[src/design/odrgb_pkg.sv]
`timescale 1ns / 1ps

package odrgb_pkg;

  // channel limits
  localparam logic [7:0] CH_MAX = 8'd255;

  // reciprocal format: ceil(2^RCP_SHIFT / d), exact for numerators below 2^9
  localparam int RCP_SHIFT = 17;
  localparam int RCP_W     = RCP_SHIFT + 1;
  localparam int RCP_ONE   = 2 ** RCP_SHIFT;

  // coefficients that follow from levels after reset
  localparam int               RESET_LEVELS   = 32;
  localparam logic [7:0]       RESET_STEP     = 8'(255 / RESET_LEVELS);
  localparam logic [RCP_W-1:0] RESET_RCP_LV   = RCP_W'((RCP_ONE + RESET_LEVELS - 1)
                                                        / RESET_LEVELS);
  localparam logic [RCP_W-1:0] RESET_RCP_STEP = RCP_W'((RCP_ONE + int'(RESET_STEP) - 1)
                                                        / int'(RESET_STEP));

  // coefficient sequencer states
  typedef enum logic [1:0] {
    SEQ_IDLE,
    SEQ_DIV_LV,
    SEQ_STEP,
    SEQ_DIV_STEP
  } seq_e;

  // coefficients handed to the pixel pipeline
  typedef struct packed {
    logic [RCP_W-1:0] rcp_lv;
    logic [7:0]       step;
    logic [RCP_W-1:0] rcp_step;
  } coef_t;

  // 16x16 bayer threshold matrix, indexed by {y[3:0], x[3:0]}
  localparam logic [7:0] DITHER_ROM [256] = '{
    8'd0, 8'd191, 8'd48, 8'd239, 8'd12, 8'd203, 8'd60, 8'd251,
    8'd3, 8'd194, 8'd51, 8'd242, 8'd15, 8'd206, 8'd63, 8'd254,
    8'd127, 8'd64, 8'd175, 8'd112, 8'd139, 8'd76, 8'd187, 8'd124,
    8'd130, 8'd67, 8'd178, 8'd115, 8'd142, 8'd79, 8'd190, 8'd127,
    8'd32, 8'd223, 8'd16, 8'd207, 8'd44, 8'd235, 8'd28, 8'd219,
    8'd35, 8'd226, 8'd19, 8'd210, 8'd47, 8'd238, 8'd31, 8'd222,
    8'd159, 8'd96, 8'd143, 8'd80, 8'd171, 8'd108, 8'd155, 8'd92,
    8'd162, 8'd99, 8'd146, 8'd83, 8'd174, 8'd111, 8'd158, 8'd95,
    8'd8, 8'd199, 8'd56, 8'd247, 8'd4, 8'd195, 8'd52, 8'd243,
    8'd11, 8'd202, 8'd59, 8'd250, 8'd7, 8'd198, 8'd55, 8'd246,
    8'd135, 8'd72, 8'd183, 8'd120, 8'd131, 8'd68, 8'd179, 8'd116,
    8'd138, 8'd75, 8'd186, 8'd123, 8'd134, 8'd71, 8'd182, 8'd119,
    8'd40, 8'd231, 8'd24, 8'd215, 8'd36, 8'd227, 8'd20, 8'd211,
    8'd43, 8'd234, 8'd27, 8'd218, 8'd39, 8'd230, 8'd23, 8'd214,
    8'd167, 8'd104, 8'd151, 8'd88, 8'd163, 8'd100, 8'd147, 8'd84,
    8'd170, 8'd107, 8'd154, 8'd91, 8'd166, 8'd103, 8'd150, 8'd87,
    8'd2, 8'd193, 8'd50, 8'd241, 8'd14, 8'd205, 8'd62, 8'd253,
    8'd1, 8'd192, 8'd49, 8'd240, 8'd13, 8'd204, 8'd61, 8'd252,
    8'd129, 8'd66, 8'd177, 8'd114, 8'd141, 8'd78, 8'd189, 8'd126,
    8'd128, 8'd65, 8'd176, 8'd113, 8'd140, 8'd77, 8'd188, 8'd125,
    8'd34, 8'd225, 8'd18, 8'd209, 8'd46, 8'd237, 8'd30, 8'd221,
    8'd33, 8'd224, 8'd17, 8'd208, 8'd45, 8'd236, 8'd29, 8'd220,
    8'd161, 8'd98, 8'd145, 8'd82, 8'd173, 8'd110, 8'd157, 8'd94,
    8'd160, 8'd97, 8'd144, 8'd81, 8'd172, 8'd109, 8'd156, 8'd93,
    8'd10, 8'd201, 8'd58, 8'd249, 8'd6, 8'd197, 8'd54, 8'd245,
    8'd9, 8'd200, 8'd57, 8'd248, 8'd5, 8'd196, 8'd53, 8'd244,
    8'd137, 8'd74, 8'd185, 8'd122, 8'd133, 8'd70, 8'd181, 8'd118,
    8'd136, 8'd73, 8'd184, 8'd121, 8'd132, 8'd69, 8'd180, 8'd117,
    8'd42, 8'd233, 8'd26, 8'd217, 8'd38, 8'd229, 8'd22, 8'd213,
    8'd41, 8'd232, 8'd25, 8'd216, 8'd37, 8'd228, 8'd21, 8'd212,
    8'd169, 8'd106, 8'd153, 8'd90, 8'd165, 8'd102, 8'd149, 8'd86,
    8'd168, 8'd105, 8'd152, 8'd89, 8'd164, 8'd101, 8'd148, 8'd85
  };

endpackage

[src/design/odrgb_recip.sv]
`timescale 1ns / 1ps

module odrgb_recip (
  input  logic                clk_i,
  input  logic                rst_ni,
  input  logic                cfg_valid_i,
  input  logic [7:0]          cfg_levels_i,
  output logic                cfg_ready_o,
  output logic                busy_o,
  output odrgb_pkg::coef_t    coef_o
);

  localparam int CntW = $clog2(odrgb_pkg::RCP_SHIFT);

  odrgb_pkg::seq_e state_q, state_d;

  logic [CntW-1:0]                 cnt_q, cnt_d;
  logic [7:0]                      rem_q, rem_d;
  logic [odrgb_pkg::RCP_SHIFT-1:0] quo_q, quo_d;
  logic [7:0]                      div_q, div_d;
  odrgb_pkg::coef_t                coef_q, coef_d;

  logic                            write;
  logic                            last;
  logic [8:0]                      trial;
  logic                            ge;
  logic [7:0]                      rem_step;
  logic [odrgb_pkg::RCP_SHIFT-1:0] quo_step;
  logic [odrgb_pkg::RCP_W-1:0]     rcp_new;
  logic [odrgb_pkg::RCP_W+7:0]     step_prod;

  // write accepted only when the sequencer rests
  assign write = cfg_valid_i && cfg_ready_o;
  assign last  = (cnt_q == CntW'(odrgb_pkg::RCP_SHIFT - 1));

  // one restoring division step on the all-ones numerator 2^17 - 1
  always_comb begin
    trial    = {rem_q, 1'b1};
    ge       = (trial >= {1'b0, div_q});
    rem_step = ge ? 8'(trial - {1'b0, div_q}) : trial[7:0];
    quo_step = {quo_q[odrgb_pkg::RCP_SHIFT-2:0], ge};
    rcp_new  = {1'b0, quo_step} + odrgb_pkg::RCP_W'(1);
  end

  // step = floor(255 / lv) from the reciprocal of lv
  assign step_prod = (odrgb_pkg::RCP_W + 8)'(odrgb_pkg::CH_MAX)
                   * (odrgb_pkg::RCP_W + 8)'(coef_q.rcp_lv);

  // next state
  always_comb begin
    state_d = state_q;
    case (state_q)
      odrgb_pkg::SEQ_IDLE: begin
        if (write) state_d = odrgb_pkg::SEQ_DIV_LV;
      end
      odrgb_pkg::SEQ_DIV_LV: begin
        if (last) state_d = odrgb_pkg::SEQ_STEP;
      end
      odrgb_pkg::SEQ_STEP: begin
        state_d = odrgb_pkg::SEQ_DIV_STEP;
      end
      odrgb_pkg::SEQ_DIV_STEP: begin
        if (last) state_d = odrgb_pkg::SEQ_IDLE;
      end
      default: begin
        state_d = odrgb_pkg::SEQ_IDLE;
      end
    endcase
  end

  // outputs
  always_comb begin
    case (state_q)
      odrgb_pkg::SEQ_IDLE: begin
        busy_o      = 1'b0;
        cfg_ready_o = 1'b1;
      end
      default: begin
        busy_o      = 1'b1;
        cfg_ready_o = 1'b0;
      end
    endcase
  end

  // divider datapath and coefficient updates
  always_comb begin
    cnt_d  = cnt_q;
    rem_d  = rem_q;
    quo_d  = quo_q;
    div_d  = div_q;
    coef_d = coef_q;
    case (state_q)
      odrgb_pkg::SEQ_IDLE: begin
        if (write) begin
          // levels of zero behaves as one
          div_d = (cfg_levels_i == 8'd0) ? 8'd1 : cfg_levels_i;
          cnt_d = '0;
          rem_d = '0;
          quo_d = '0;
        end
      end
      odrgb_pkg::SEQ_DIV_LV: begin
        cnt_d = cnt_q + CntW'(1);
        rem_d = rem_step;
        quo_d = quo_step;
        if (last) coef_d.rcp_lv = rcp_new;
      end
      odrgb_pkg::SEQ_STEP: begin
        coef_d.step = step_prod[odrgb_pkg::RCP_SHIFT+7:odrgb_pkg::RCP_SHIFT];
        div_d       = step_prod[odrgb_pkg::RCP_SHIFT+7:odrgb_pkg::RCP_SHIFT];
        cnt_d       = '0;
        rem_d       = '0;
        quo_d       = '0;
      end
      odrgb_pkg::SEQ_DIV_STEP: begin
        cnt_d = cnt_q + CntW'(1);
        rem_d = rem_step;
        quo_d = quo_step;
        if (last) coef_d.rcp_step = rcp_new;
      end
      default: begin
        cnt_d = '0;
      end
    endcase
  end

  // sequencer and coefficient registers
  always_ff @(posedge clk_i or negedge rst_ni) begin
    if (!rst_ni) begin
      state_q         <= odrgb_pkg::SEQ_IDLE;
      cnt_q           <= '0;
      coef_q.rcp_lv   <= odrgb_pkg::RESET_RCP_LV;
      coef_q.step     <= odrgb_pkg::RESET_STEP;
      coef_q.rcp_step <= odrgb_pkg::RESET_RCP_STEP;
    end else begin
      state_q <= state_d;
      cnt_q   <= cnt_d;
      coef_q  <= coef_d;
    end
  end

  // divider working registers
  always_ff @(posedge clk_i) begin
    rem_q <= rem_d;
    quo_q <= quo_d;
    div_q <= div_d;
  end

  assign coef_o = coef_q;

endmodule

[src/design/odrgb_pipe.sv]
`timescale 1ns / 1ps

module odrgb_pipe (
  input  logic              clk_i,
  input  logic              rst_ni,
  input  odrgb_pkg::coef_t  coef_i,
  input  logic              in_valid_i,
  output logic              in_stall_o,
  input  logic [3:0]        pos_x_i,
  input  logic [3:0]        pos_y_i,
  input  logic [23:0]       color_in_i,
  output logic              out_valid_o,
  input  logic              out_stall_i,
  output logic [23:0]       color_out_o
);

  localparam int Sh    = odrgb_pkg::RCP_SHIFT;
  localparam int OffW  = odrgb_pkg::RCP_W + 8;
  localparam int QuoW  = odrgb_pkg::RCP_W + 9;

  logic en1, en2, en3, en4;
  logic v1_q, v2_q, v3_q, v4_q;

  logic [7:0]             t1_q;
  logic [23:0]            c1_q, c2_q;
  logic [OffW-1:0]        off2_q;
  logic [2:0][QuoW-1:0]   m3_q;
  logic [23:0]            out4_q;

  logic [7:0]             off;
  logic [2:0][8:0]        sum;
  logic [2:0][QuoW-1:0]   m3_d;
  logic [2:0][8:0]        quo;
  logic [2:0][16:0]       qs;
  logic [23:0]            out4_d;

  // a stage moves when it is empty or the one after it moves
  assign en4        = !v4_q || !out_stall_i;
  assign en3        = !v3_q || en4;
  assign en2        = !v2_q || en3;
  assign en1        = !v1_q || en2;
  assign in_stall_o = !en1;

  // stage 3 input: offset from stage 2 and per-channel quotient product
  always_comb begin
    off = off2_q[Sh+7:Sh];
    for (int i = 0; i < 3; i++) begin
      sum[i]  = {1'b0, c2_q[8*i +: 8]} + {1'b0, off};
      m3_d[i] = QuoW'(sum[i]) * QuoW'(coef_i.rcp_step);
    end
  end

  // stage 4 input: back to the step grid, saturate
  always_comb begin
    for (int i = 0; i < 3; i++) begin
      quo[i] = m3_q[i][Sh+8:Sh];
      qs[i]  = 17'(quo[i]) * 17'(coef_i.step);
      out4_d[8*i +: 8] = (qs[i] > 17'(odrgb_pkg::CH_MAX)) ? odrgb_pkg::CH_MAX : qs[i][7:0];
    end
  end

  // valid bits
  always_ff @(posedge clk_i or negedge rst_ni) begin
    if (!rst_ni) begin
      v1_q <= 1'b0;
      v2_q <= 1'b0;
      v3_q <= 1'b0;
      v4_q <= 1'b0;
    end else begin
      if (en1) v1_q <= in_valid_i;
      if (en2) v2_q <= v1_q;
      if (en3) v3_q <= v2_q;
      if (en4) v4_q <= v3_q;
    end
  end

  // stage payloads
  always_ff @(posedge clk_i) begin
    if (en1) begin
      t1_q <= odrgb_pkg::DITHER_ROM[{pos_y_i, pos_x_i}];
      c1_q <= color_in_i;
    end
    if (en2) begin
      off2_q <= OffW'(t1_q) * OffW'(coef_i.rcp_lv);
      c2_q   <= c1_q;
    end
    if (en3) m3_q <= m3_d;
    if (en4) out4_q <= out4_d;
  end

  assign out_valid_o = v4_q;
  assign color_out_o = out4_q;

endmodule

[src/design/ordered_dither_rgb_top.sv]
`timescale 1ns / 1ps
// ordered bayer dither, one rgb pixel per item through four register stages
// each item's result is registered in stage 1, 2, 3 and 4 in turn, then drives color_out_o
// throughput: one item per cycle, set by the four-stage multiply pipeline, while
// out_stall_i is low; a levels write keeps in_stall_o high while the serial divider
// rebuilds the reciprocals; reset empties the pipeline and sets levels to 32

module ordered_dither_rgb_top (
  input  logic        clk_i,
  input  logic        rst_ni,
  input  logic        cfg_valid_i,
  output logic        cfg_ready_o,
  input  logic [7:0]  cfg_levels_i,
  input  logic        in_valid_i,
  output logic        in_stall_o,
  input  logic [15:0] pos_x_i,
  input  logic [15:0] pos_y_i,
  input  logic [23:0] color_in_i,
  output logic        out_valid_o,
  input  logic        out_stall_i,
  output logic [23:0] color_out_o
);

  odrgb_pkg::coef_t coef;
  logic             busy;
  logic             pipe_stall;

  // coefficient sequencer
  odrgb_recip u_recip (
    .clk_i        (clk_i),
    .rst_ni       (rst_ni),
    .cfg_valid_i  (cfg_valid_i),
    .cfg_levels_i (cfg_levels_i),
    .cfg_ready_o  (cfg_ready_o),
    .busy_o       (busy),
    .coef_o       (coef)
  );

  // pixel pipeline, held off while coefficients are rebuilt
  odrgb_pipe u_pipe (
    .clk_i       (clk_i),
    .rst_ni      (rst_ni),
    .coef_i      (coef),
    .in_valid_i  (in_valid_i && !busy),
    .in_stall_o  (pipe_stall),
    .pos_x_i     (pos_x_i[3:0]),
    .pos_y_i     (pos_y_i[3:0]),
    .color_in_i  (color_in_i),
    .out_valid_o (out_valid_o),
    .out_stall_i (out_stall_i),
    .color_out_o (color_out_o)
  );

  assign in_stall_o = pipe_stall || busy;

endmodule
[config.mk]
export PLATFORM = sky130hd
export DESIGN_NAME = ordered_dither_rgb_top
export DESIGN_NICKNAME = d
export VERILOG_FILES = /design/src/design/odrgb_pkg.sv /design/src/design/odrgb_recip.sv /design/src/design/odrgb_pipe.sv /design/src/design/ordered_dither_rgb_top.sv
export SDC_FILE = /design/constraint.sdc
export NUM_CORES = 2
export LEC_CHECK = 0
export BUFFER_PORTS_ARGS = -buffer_cell sky130_fd_sc_hd__buf_2
export CELL_PAD_IN_SITES_DETAIL_PLACEMENT = 1
export CELL_PAD_IN_SITES_GLOBAL_PLACEMENT = 2
export CORE_MARGIN = 2
export CORE_UTILIZATION = 46
export DETAILED_ROUTE_END_ITERATION = 12
export PLACE_DENSITY_LB_ADDON = 0.1
export SLEW_MARGIN = 20
export SYNTH_ARGS = -nofsm -noshare
export SYNTH_HDL_FRONTEND = slang
export SYNTH_SLANG_ARGS = --single-unit
[constraint.sdc]
create_clock -name clk_i -period 9.2 [get_ports clk_i]
set_clock_uncertainty 0.15 [all_clocks]
set_input_delay 0 -clock clk_i [delete_from_list [all_inputs] [get_ports clk_i]]
set_output_delay 0 -clock clk_i [all_outputs]
set_load 0.02 [all_outputs]
==> metrics.md <==
| Metric | Value |
|---|---|
| Status | `finished clean` |
| Crit Path Category | `reg2reg` |
| Post-synth EDFFs | `roughly 150` |
| Ratio of cells with drive above 1 in the final layout | `under 10%` |
| Commonest non-fill, non-tap cells in the layout | `inv_1 (807), fa_1 (636), nand2_1 (447), and2_1 (429), ha_1 (368)` |
| Post-CTS Resized | `0` |
| Worst-path clk slew | `roughly 0.060 ns` |
| Syn Inst Count | `between 3000 and 4000` |
| Net count after synthesis | `around 4900` |
| RSZ-0062 raised after global routing | `no` |
| Syn Area/Cell | `approximately 9.5 sq um` |
| Max-cap violations | `0` |
| Worst slew margin | `26.49%` |
| Hold path cells | `2` |
| Final nets | `between 4000 and 5000` |
| Detailed Place HPWL | `73810 microns` |
| Clk buf depth | `3` |
| Worst R2R Path Depth | `23` |
| Global route total overflow | `0` |
| Final worst setup slack | `roughly 1.8 ns` |
| Die W | `~290 microns` |
| Placer Congestion | `0.8314` |
| Die Ht | `285.3 microns` |
| Vias per cell | `around 5.2` |
| Largest net degree at the start of global routing | `between 50 and 60` |
| TritonCTS clock tree | `built` |
| Commonest non-fill, non-tap cell in the layout | `inv_1` |
| Critical Path Start Type | `flop` |
| Io pins | `96` |
| CTS Sinks | `around 200` |
| WP data required | `approximately 9.4 ns` |
| Hold Path Origin | `color_in_i[9]` |
| Register-to-Register Setup Slack | `between 1.5 and 2 ns` |
| HP Class | `in2reg` |
| Total wire length | `95250 microns` |
| Std-Cell Rows | `between 100 and 150` |
| Vias in the first global route | `~31000` |
| Hold worst-path end | `u_pipe.c1_q[9]` |
| Register bit count reported by yosys | `roughly 200` |
| First-pass GRT wire length | `about 160000 microns` |
| Register area share after synthesis | `15.94%` |
| Via count | `around 26000` |
| Final setup viols | `0` |
| TNS Setup | `0 ns` |
| Worst skew pair latency | `0.57 ns` |
| Tmin final | `about 7.4 ns` |
| Cell variety after synth | `79` |
| Worst Setup SP | `u_pipe.off2_q[18]` |
| Routed wire per std cell | `about 19 microns` |
| Port bufs | `71` |
| Drt pass-1 iters | `4` |
| Hold Fails Final Rpt | `0` |
| Power Density | `175.5 nW/um^2` |
| Total CTS buffers | `27` |
| Die footprint | `roughly 81000 sq um` |
| Final period util | `roughly four fifths` |
| Post-route ant nets | `0` |
| Max Fclk | `between 100 and 150 MHz` |
| Setup crit end kind | `flop` |
| R2R Path End | `u_pipe.m3_q[25]` |
| FF-to-FF Start | `u_pipe.off2_q[18]` |
| Worst-Margin Slew | `approximately 1.1 ns` |
| Area grow syn2layout | `8.345%` |
| Max-slew violations | `0` |
| Clock root buffer | `clkbuf_16` |
| Synth warnings | `0` |
| Initial Util | `between 40 and 50%` |
| Fillers | `approximately 8900` |
| First DRT Iteration DRCs | `around 1000` |
| H-tree depth | `1` |
| Pre-CTS WS | `1.729 ns` |
| Drt drc | `0` |
| CP max FO | `15` |
| Initial antenna violation count | `4` |
| Dominant synthesized flop cell | `edfxtp_1` |
| Overall Global Routing Usage | `24.31%` |
| Core area | `78610 sq um` |
| Leakage | `between 20 and 25 nW` |
| Worst EP arrival | `7.61 ns` |
| Synthesized cell area | `36400 sq um` |
| Peak supply drop | `between 0.00015 and 0.0002 V` |
| Post-synth ARST share | `about 27%` |
==> layout make-up <==
type	count	area, sq um	share of cell area [%]
clock inverters	17	132.6	0.3363
flip-flops and latches	202	5803	14.71
inverters	808	3033	7.689
clock buffers	30	686.9	1.742
diodes	2	5.005	0.01269
repair buffers	183	1376	3.489
well taps	1050	1314	3.331
multi-input cells	2683	27090	68.69
==> worst max-delay path by stage <==
stage                                 end  slack, ns  cells past startpoint
after global placement    u_pipe.m3_q[25]       2.02                     23
after floorplan           u_pipe.m3_q[47]       2.92                     26
after detailed placement  u_pipe.m3_q[25]       1.73                     23
after global routing      u_pipe.m3_q[25]       1.35                     23
after CTS                 u_pipe.m3_q[25]       1.74                     23
final                     u_pipe.m3_q[25]       1.75                     23
==> routing by layer <==
| metal | share of wire [%] | track usage [%] | wire [microns] | up-vias |
|---|---|---|---|---|
| met5 | 0.028 | 0 | 27 | - |
| met4 | 2.4 | 5.851 | 2242 | 4 |
| met3 | 2.8 | 2.256 | 2706 | 143 |
| met2 | 52 | 44.41 | 49130 | 366 |
| met1 | 43 | 30.99 | 41150 | 13668 |
| li1 | - | - | - | 11909 |
==> Yosys cell counts, types with 4 or more instances <==
library cell	instances	area share, %
inv_1	808	8.3
fa_1	636	35
nand2_1	448	4.6
and2_1	429	7.4
ha_1	368	13
edfxtp_1	147	12
clkbuf_1	146	1.5
o21ai_0	105	1.4
a21oi_1	92	1.3
nor2_1	80	0.82
xnor2_1	68	1.6
nand2b_1	61	1.0
nor2b_1	47	0.81
dfrtp_1	45	3.1
xor2_1	42	1.0
nand3_1	31	0.43
a21o_1	26	0.54
nor3_1	22	0.30
o21a_1	16	0.33
a211oi_1	12	0.25
nand3b_1	12	0.25
o21bai_1	12	0.25
nand4_1	11	0.19
or3_1	11	0.19
a31oi_1	10	0.17
dfstp_2	10	0.72
mux2i_1	10	0.27
o31ai_1	10	0.21
nor4_1	9	0.15
and3_1	8	0.14
buf_1	8	0.082
a21boi_0	7	0.14
mux2_2	7	0.22
o211ai_1	7	0.14
nor3b_1	6	0.12
o2111ai_1	6	0.14
a2111oi_0	4	0.096
a211o_1	4	0.096
a31o_2	4	0.096
o22ai_1	4	0.069
or2_2	4	0.069
==> critical path: stages, from the launching register on <==
cell and delay [ns]:
edfxtp_1 0.46, inv_1 0.18, fa_1 0.48, nor2b_1 0.14, o21ai_0 0.11, a21boi_0 0.43
o21ai_0 0.20, a21boi_2 0.75, and2_1 0.26, fa_1 0.42, fa_1 0.48, fa_1 0.50
inv_1 0.05, fa_1 0.47, inv_1 0.05, ha_1 0.29, a21o_1 0.17, a21oi_1 0.21
o221ai_1 0.18, a31oi_1 0.41, a21oi_1 0.22, a211o_1 0.32, a21oi_1 0.19, xnor2_1 0.09
==> stage by stage <==
stage | cells | utilization, % | area [sq um] | total power, mW | hold WS (ns)
global placement | 4854 | 48.15 | 37850 | 5.739 | 0.02616
CTS | 4973 | 50.11 | 39390 | 7.004 | 0.001974
floorplan | 3851 | - | 36400 | 4.446 | -0.4456
detailed placement | 4854 | 48.15 | 37850 | 5.934 | 0.02873
finish | 4975 | 50.17 | 39440 | 6.923 | 0.03807
global route | 4973 | 50.17 | 39440 | 7.638 | 0.02364
==> sequential cells by signal, summed over array words and instances (netlist names) <==
register	count
u_recip.coef_o	44
u_pipe.m3_q	27
u_pipe.c1_q	24
u_pipe.c2_q	24
u_pipe.color_out_o	24
u_recip.quo_q	16
u_pipe.off2_q	8
u_pipe.t1_q	8
u_recip.div_q	8
u_recip.rem_q	8
u_recip.cnt_q	5
u_recip.state_q	2
u_pipe.out_valid_o	1
u_pipe.v1_q	1
u_pipe.v2_q	1
u_pipe.v3_q	1
==> report_power, final <==
part	switching (mW)	internal (mW)	leakage [nW]	total [mW]
sequential	0.371	1.33	2.34	1.70
clock	0.426	0.565	0.394	0.991
combinational	2.64	1.59	17.3	4.23
==> kinds of logic after synthesis <==
logic type	synth area share, %
and+or+nand+nor	16.84
adders and majority gates	47.62
buffers and inverters	9.974
AOI/OAI and AO/OA	6.358
DFF	15.94
xor gates and xnor gates	2.646
muxes	0.6152
==> timing repair <==
action                    in CTS  in global routing
hold buffers                  72                  0
hold endpoints to repair     139                  0
setup buffers                  0                  0
No activity file was read; power rests on OpenSTA's default activity.
